--- src/rtl/gsd_pkg.sv ---
`default_nettype none
package gsd_pkg;

    typedef enum logic [1:0] {
        OP_WRITE   = 2'd0,
        OP_COMPUTE = 2'd1,
        OP_READ    = 2'd2,
        OP_NONE    = 2'd3
    } op_t;

    localparam int DIST_W = 14;
    localparam logic [DIST_W-1:0] DIST_SAT = 14'h3FFF;
    localparam logic [1:0] STEP_STRAIGHT = 2'd2;
    localparam logic [1:0] STEP_DIAG     = 2'd3;
    localparam int CFG_W = 7;
    localparam logic CFG_IDX_WIDTH  = 1'b0;
    localparam logic CFG_IDX_HEIGHT = 1'b1;

    typedef struct packed {
        logic [1:0] operation;
        logic [5:0] cell_x;
        logic [5:0] cell_y;
        logic [1:0] cell_code;
    } gsd_in_t;

    typedef struct packed {
        logic [1:0]        kind;
        logic [DIST_W-1:0] distance;
        logic              reachable;
    } gsd_out_t;

    // controller -> datapath
    typedef struct packed {
        logic load;        // capture the input item
        logic clr_start;   // reset the clearing sweep address
        logic clr_step;    // write one unreached entry, advance
        logic seed;        // write source entry, arm first pass
        logic scan_start;  // start a relaxation pass
        logic scan_step;   // advance the pass by one cell phase
        logic wr_cell;     // write the blocked bit
    } gsd_cmd_t;

    // datapath -> controller
    typedef struct packed {
        logic clr_done;
        logic scan_done;
        logic changed;
        logic src_inside;
    } gsd_sts_t;

endpackage
`default_nettype wire

--- src/rtl/gsd_ctrl.sv ---
`default_nettype none
module gsd_ctrl
    import gsd_pkg::*;
(
    input  wire logic     clk,
    input  wire logic     rst_n,
    input  wire logic     start,
    input  wire logic [1:0] operation,
    input  wire gsd_sts_t sts,
    output      gsd_cmd_t cmd,
    output      logic     busy,
    output      logic     done
);
    typedef enum logic [2:0] {
        S_INIT, S_IDLE, S_CLEAR, S_SEED, S_SCAN, S_READ, S_DONE
    } state_t;

    state_t state_reg, state_next;
    logic   done_reg;
    logic   busy_reg;

    assign busy = busy_reg;
    assign done = done_reg;

    // command decode
    always_comb
    begin
        cmd            = '0;
        state_next     = state_reg;
        cmd.load       = (state_reg == S_IDLE) && start;
        case (state_reg)
            S_INIT:
            begin
                cmd.clr_step = 1'b1;
                if (sts.clr_done)
                begin
                    state_next = S_IDLE;
                end
            end
            S_IDLE:
            begin
                if (start)
                begin
                    case (operation)
                        OP_COMPUTE:
                        begin
                            cmd.clr_start = 1'b1;
                            state_next    = S_CLEAR;
                        end
                        OP_READ:  state_next = S_READ;
                        default:  state_next = S_DONE;
                    endcase
                end
            end
            S_CLEAR:
            begin
                cmd.clr_step = 1'b1;
                if (sts.clr_done)
                begin
                    state_next = sts.src_inside ? S_SEED : S_DONE;
                end
            end
            S_SEED:
            begin
                cmd.seed       = 1'b1;
                cmd.scan_start = 1'b1;
                state_next     = S_SCAN;
            end
            S_SCAN:
            begin
                cmd.scan_step = 1'b1;
                if (sts.scan_done)
                begin
                    // another pass while anything improved
                    if (sts.changed)
                    begin
                        cmd.scan_start = 1'b1;
                        cmd.scan_step  = 1'b0;
                    end
                    else
                    begin
                        state_next = S_DONE;
                    end
                end
            end
            S_READ:
            begin
                state_next = S_DONE;
            end
            S_DONE:
            begin
                state_next = S_IDLE;
            end
            default: state_next = S_IDLE;
        endcase
        cmd.wr_cell = (state_reg == S_DONE);
    end

    always_ff @(posedge clk or negedge rst_n)
    begin
        if (!rst_n)
        begin
            state_reg <= S_INIT;
            done_reg  <= 1'b0;
            busy_reg  <= 1'b1;
        end
        else
        begin
            state_reg <= state_next;
            done_reg  <= (state_reg == S_DONE);
            busy_reg  <= (state_next != S_IDLE);
        end
    end
endmodule
`default_nettype wire

--- config.mk ---
export PLATFORM = sky130hd
export DESIGN_NAME = gsd_ctrl
export DESIGN_NICKNAME = d
export VERILOG_FILES = /design/src/rtl/gsd_pkg.sv /design/src/rtl/gsd_ctrl.sv
export SDC_FILE = /design/constraint.sdc
export NUM_CORES = 1
export LEC_CHECK = 0
export BUFFER_PORTS_ARGS = -buffer_cell sky130_fd_sc_hd__clkbuf_2
export CELL_PAD_IN_SITES_DETAIL_PLACEMENT = 1
export CELL_PAD_IN_SITES_GLOBAL_PLACEMENT = 2
export CORE_MARGIN = 4
export CORE_UTILIZATION = 20
export DETAILED_ROUTE_END_ITERATION = 16
export GPL_TIMING_DRIVEN = 0
export HOLD_SLACK_MARGIN = 0.06
export PLACE_DENSITY = 0.76
export SETUP_SLACK_MARGIN = 0.2
export SLEW_MARGIN = 20
export SYNTH_ARGS = -nofsm -noshare
export SYNTH_HDL_FRONTEND = slang
export SYNTH_SLANG_ARGS = --single-unit
--- constraint.sdc ---
create_clock -name clk -period 1.7 [get_ports clk]
set_clock_uncertainty 0.2 [all_clocks]
set_input_delay 0.085 -clock clk [delete_from_list [all_inputs] [get_ports clk]]
set_output_delay 0.085 -clock clk [all_outputs]
set_load 0.03 [all_outputs]
==> impl_results.md, run 1 <==
- Max Slew Vio Count: 0
- Tcrit/Tclk final: 0.927
- Antenna Nets Post-Route: 0
- Post-Syn Area: 309 um^2
- Die H: 47.3 um
- First-pass GRT wire length: 1.98 mm
- VDD IR max: 0.715 mV
- Met1 Resource Use GR: 0.142
- Tmin final: 1.58 ns
- Max-cap violation count: 0
- Wire per inst: 13.8 um
- Total grt overflow: 0
- CTS Buf Count: 3
- Clock transition at path regs: 0.04 ns
- Largest net degree at the start of global routing: 9
- I/O Pins: 18
- Arrival @ worst endpoint: 1.29 ns
- Layout cell share with drive strength beyond 1: 0.649
- Slew @ Worst Pin: 0.222 ns
- Mapped Cells: 35
- Setup WS post-layout: 0.124 ns
- Worst path slowest cell: dfrtp_1
- Seq/Total Area, Yosys: 0.409
- DRC Markers: 0
- Family with the most delay on the worst path: simple AND/OR/NAND/NOR gates
- DR pass1 iterations: 2
- Die footprint: 2240 um^2
- Run status: finished, final reports clean
- TritonCTS clock tree: built
- Cell Rows: 13
- CTS Root Cell: clkbuf_4
- Fin area: 678 um^2
- Met2 Use GR: 0.238
- Synth Net Count: 44
- Max stage delay on crit path: 0.40 ns
- Vias per Instance: 4.71
- Initial antenna violation count: 0
- Crit end category: output port
- Kind of start point of the critical path: register
- Rel. slew slack: 0.851
- Gr usage total: 0.126
- Max frequency: 634 MHz
- Minimum hold slack: 0.0942 ns
- Synth cell types: 19
- Syn_area_per_cell: 8.83 um^2
- Initial Utilization: 0.224
- Setup violations, final: 0
- Crit path buffers/inverters: 2
- Maximum clock path buffer count: 2
- P per Cell Area: 1730 nW/um^2
- Area Growth Syn to Fin: 119%
- Placed instance area: 423 um^2
- Die width: 47.3 um
- Clk sinks: 5
- Crit-path cells: inv_2 > nand2_4 > nor3b_4 > and2b_2 > buf_8
- Final #Nets: 84
- Dpl ws: 0.180 ns
- RePlAce Congestion: 0.674
- Max reg flops: 3
- Core Area: 1380 um^2
- Final Total Pwr: 1.18 mW
- Min-Delay Path Class: primary input to register
- Crit Path Class: register to output port
- Dpl hpwl: 732 um
- Lkg Pwr: 0.331 nW
- Setup TNS: 0 ns
- Busiest grt layer: met2
- WP data required: 1.41 ns
- IO Port Bufs: 17
- Final hold violations: 0
- Initial drt markers: 1
- Met3 usage: 0.0345
- RSZ-0062 raised after global routing: true
- Yosys warns: 0
- Final WL: 1.23 mm
- # diodes: 0
- Vias: 419
- Worst-skew pair later-pin latency: 0.24 ns
- Clock H-tree levels: 1
- Fillcell total: 158
- Synth Register Bits: 5
- Number of global-route vias before repair: 450
- Critical-path maximum fanout: 3
-- cells in the mapped netlist --
master,count,share of area
inv_2,1,0.012
and2b_1,1,0.024
o221ai_2,1,0.049
o22ai_1,2,0.040
nand3_1,4,0.065
a311o_1,1,0.032
nand2_1,4,0.049
nand2b_1,2,0.040
a21oi_2,1,0.028
buf_6,1,0.036
o2111ai_1,1,0.028
dfstp_2,1,0.085
dfrtp_1,4,0.32
a31oi_1,1,0.020
and3_1,1,0.020
nor3b_2,1,0.040
a21oi_1,2,0.032
inv_1,3,0.036
nor2_1,3,0.036
-- path summary, 6_finish.rpt --
kind,slack (ns),depth (start not counted),from,endpoint
worst min-delay path,0.09,3,start,state_reg[2]
worst min register to register,0.47,3,state_reg[2],state_reg[0]
max in group asynchronous,0.53,3,rst_n,state_reg[0]
worst max-delay path,0.12,5,state_reg[1],cmd[5]
worst max register to register,0.19,4,state_reg[0],busy
min in group asynchronous,0.14,2,rst_n,busy
-- per-stage QoR --
step / util / std cells
floorplan: - / 35
global placement: 0.306 / 67
detailed placement: 0.306 / 67
CTS: 0.450 / 87
global route: 0.490 / 89
finish: 0.490 / 89
-- what timing repair did --
item | in CTS | in global routing
hold buffers | 7 | 0
gates resized for setup | 11 | 15
setup buffers | 9 | 2
pin swaps | 2 | 4
endpoints found under the hold margin | 9 | 0
setup endpoints to repair | 7 | 7
-- tightest hold or removal path, delay by kind of cell --
family,cells,cell delay (ns)
AOI/OAI and AO/OA,2,0.28
buffers and inverters,1,0.10
-- routing by layer --
metal  share of wire  vias to the layer above  wire length, um
met5               0                        -                0
met4               0                        0                0
met3           0.045                        0               55
met2            0.56                       11              690
met1            0.39                      204              479
li1                -                      204                -
-- layout make-up --
cell class	count	area [um^2]	area share
clock buffers	4	26.3	0.0387
plain buffers	1	11.3	0.0166
flip-flops and latches	5	128	0.188
multi-input cells	25	211	0.312
well taps	15	18.8	0.0277
repair buffers	35	265	0.391
inverters	4	17.5	0.0258
-- cell families (layout without fill, tap and decap cells) --
| logic type | Yosys count | count (layout) | synth area share |
|---|---|---|---|
| AND/OR/NAND/NOR | 16 | 16 | 0.275 |
| AO/OA/AOI/OAI | 9 | 9 | 0.231 |
| flip-flops | 5 | 5 | 0.409 |
| buffers and inverters | 5 | 44 | 0.0850 |
-- power by group --
part / internal [mW] / total (mW) / leakage [nW] / switching, mW
clock: 0.0886 / 0.135 / 0.0150 / 0.0461
sequential: 0.174 / 0.213 / 0.0603 / 0.0389
combinational: 0.371 / 0.828 / 0.256 / 0.456
total: 0.634 / 1.18 / 0.331 / 0.541
-- layout by cell type (no fill, tap or decap), types with 2 or more instances in the layout --
master         synthesis  layout
clkbuf_2               0      12
dlygate4sd3_1          0       7
dfrtp_1                4       3
a21oi_2                1       2
inv_2                  1       2
nand2_1                4       2
nand2_4                0       2
buf_6                  1       3
nand2b_1               2       2
buf_4                  0      12
clkbuf_4               0       4
nor2_1                 3       3
nand3_1                4       3
Power figures use the tool's default switching activity.
==> run 2, diff against run 1 <==
- clock period: 1.7 -> 1.45 ns (I/O delays scaled with it)
==> run 2 against run 1 <==
  * Critical endpoint unchanged
  * Largest power group unchanged
  * Sequential power up 24%
  * Clock power up 21%
  * Sequential share of layout area down 1.9 points
  * Non-clock buffer count down 2
  * First-iteration DRC count down 100%
  * Largest cell class unchanged
  * The flow now finishes with violations (negative hold slack, negative setup slack)
  * Register-to-register slack worse by 0.22 ns
  * Hold slack worse by 0.095 ns
  * Via count up 2.6%
  * Total power up 40%
==> impl_results.md, run 2 (synthesis results as in run 1) <==
- Run status: finished with violations (was finished, final reports clean)
- Failing checks: negative hold slack, negative setup slack
- Placed cell count: 67 (unchanged)
- Reg2reg setup slack: -0.03 ns (was 0.19 ns)
- Critical-path maximum fanout: 5 (was 3)
- RePlAce Congestion: 0.685 (was 0.674)
- Arrival @ worst endpoint: 1.28 ns (was 1.29 ns)
- First-pass GRT wire length: 2.18 mm (was 1.98 mm)
- Kind of start point of the critical path: register (unchanged)
- Core Area: 1380 um^2 (unchanged)
- Cell Rows: 13 (unchanged)
- Die H: 47.3 um (unchanged)
- Final hold violations: 1 (was 0)
- Max reg flops: 3 (unchanged)
- Minimum hold slack: -0.000352 ns (was 0.0942 ns)
- DRC Markers: 0 (unchanged)
- Worst reg-to-reg path cell count: 4 (unchanged)
- Final #Nets: 82 (was 84)
- Dpl ws: -0.0513 ns (was 0.180 ns)
- Crit-path cells: buf_6 > nor3b_4 > and2b_2 > buf_8 (was inv_2 > nand2_4 > nor3b_4 > and2b_2 > buf_8)
- Clk sinks: 5 (unchanged)
- Dpl hpwl: 713 um (was 732 um)
- Commonest cells after routing, fill and taps aside: buf_4, clkbuf_2, buf_8, clkbuf_4, dlygate4sd3_1 (was clkbuf_2, buf_4, dlygate4sd3_1, clkbuf_4)
- Busiest grt layer: met2 (unchanged)
- Worst r2r src: state_reg[2] (was state_reg[0])
- I/O Pins: 18 (unchanged)
- Vias per Instance: 4.94 (was 4.71)
- Met3 usage: 0.0498 (was 0.0345)
- Die width: 47.3 um (unchanged)
- Lkg Pwr: 0.337 nW (was 0.331 nW)
- Crit end category: output port (unchanged)
- CTS Hold Bufs: 4 (was 7)
- Setup WS post-layout: -0.107 ns (was 0.124 ns)
- IO Port Bufs: 17 (unchanged)
- Family with the most delay on the worst path: flip-flops (was simple AND/OR/NAND/NOR gates)
- Largest net degree at the start of global routing: 10 (was 9)
- # diodes: 0 (unchanged)
- Initial Utilization: 0.224 (unchanged)
- Initial antenna violation count: 0 (unchanged)
- Antenna Nets Post-Route: 0 (unchanged)
- RSZ-0062 raised after global routing: true (unchanged)
- Worst setup path startpoint: state_reg[2] (was state_reg[1])
- Clock H-tree levels: 1 (unchanged)
- Final WL: 1.40 mm (was 1.23 mm)
- Fin area: 759 um^2 (was 678 um^2)
- VDD IR max: 0.710 mV (was 0.715 mV)
- Setup violations, final: 6 (was 0)
- Clock transition at path regs: 0.04 ns (about the same)
- Gr usage total: 0.150 (was 0.126)
- Max-cap violation count: 0 (unchanged)
- Tmin final: 1.56 ns
- Worst Setup EP: cmd[5] (unchanged)
- Reg2reg end: busy (unchanged)
- Met1 Resource Use GR: 0.141 (was 0.142)
- Wire per inst: 16.1 um (was 13.8 um)
- DR pass1 iterations: 1 (was 2)
- Met2 Use GR: 0.281 (was 0.238)
- Vias: 430 (was 419)
- Number of global-route vias before repair: 470 (was 450)
- CTS Buf Count: 3 (unchanged)
- Placed instance area: 443 um^2 (was 423 um^2)
- Crit Path Class: register to output port (unchanged)
- Commonest non-fill, non-tap cell in the layout: buf_4
- Min-Delay Path Class: primary input to register (unchanged)
- P per Cell Area: 2160 nW/um^2 (was 1730 nW/um^2)
- Slew @ Worst Pin: 0.197 ns (was 0.222 ns)
- Layout cell share with drive strength beyond 1: 0.764 (was 0.649)
- Die footprint: 2240 um^2 (unchanged)
- Max Slew Vio Count: 0 (unchanged)
- Max frequency: 642 MHz
- Max stage delay on crit path: 0.39 ns (was 0.40 ns)
- WP data required: 1.18 ns (was 1.41 ns)
- Non-Filler Instances: 87 (was 89)
- Stages on the worst setup path: 4 (was 5)
- Worst-skew pair later-pin latency: 0.24 ns (about the same)
- Worst path slowest cell: dfrtp_1 (unchanged)
- TritonCTS clock tree: built (unchanged)
- Util after Layout: 0.549 (was 0.490)
- Maximum clock path buffer count: 2 (unchanged)
- CTS Root Cell: clkbuf_4 (unchanged)
- Initial drt markers: 0 (was 1)
- Rel. slew slack: 0.868 (was 0.851)
- Tcrit/Tclk final: 1.07
- Crit path buffers/inverters: 2 (unchanged)
- Area Growth Syn to Fin: 146% (was 119%)
- Total grt overflow: 0 (unchanged)
run 2: changes by cell type in the layout (fill, tap and decap cells not counted), sizes merged:
cell and change:
dlygate4sd3 -3, clkbuf -1, buf +2
run 2: final cells by class:
type,count,area (um^2)
fill,158,623
timing repair buffer,33,274
multi-input combinational,25,273
sequential,5,129
inverter,4,27.5
clock buffer,4,26.3
tap,15,18.8
buffer,1,11.3
run 2: worst reg2reg max path: stages (launching register included):
cell	delay [ns]
dfrtp_1	0.39
buf_6	0.15
a21oi_2	0.18
nand3_2	0.12
a311o_1	0.36
run 2: worst min path at each step:
| stage | from | end | slack [ns] | cells past startpoint |
|---|---|---|---|---|
| finish | sts[0] | state_reg[0] | -0.0004 | 3 |
| global route | sts[0] | state_reg[0] | 0.02 | 3 |
| CTS | start | state_reg[1] | -0.0004 | 3 |
| detailed placement | rst_n | done | -0.30 | 1 |
| global placement | rst_n | done | -0.31 | 1 |
| floorplan | rst_n | done | -0.42 | 0 |
run 2: where the power goes:
| group | total, mW | internal [mW] | switching (mW) | leakage (nW) |
|---|---|---|---|---|
| Sequential | 0.264 | 0.207 | 0.0574 | 0.0591 |
| Combinational | 1.22 | 0.556 | 0.659 | 0.263 |
| Clock | 0.164 | 0.104 | 0.0602 | 0.0150 |
run 2: through the flow:
step	total power, mW	hold slack [ns]	TNS [ns]
final	1.64	-0.000352	-0.368
after floorplan	0.720	-0.423	-0.0673
after CTS	1.39	-0.000440	-0.387
after global routing	1.75	0.0208	-0.760
after global placement	0.883	-0.308	-0.0779
after detailed placement	0.879	-0.303	-0.0513
run 2: per-layer routing:
metal,wire (um),vias up
met5,0,-
li1,-,199
met4,27,0
met3,81,4
met1,508,213
met2,784,14
run 2: what timing repair did:
action | CTS | global route
hold endpoints to repair | 9 | 2
setup buffers | 8 | 3
pin swaps | 4 | 3
gates cloned | 0 | 1
gates resized for setup | 24 | 17
endpoints found under the setup margin | 9 | 10
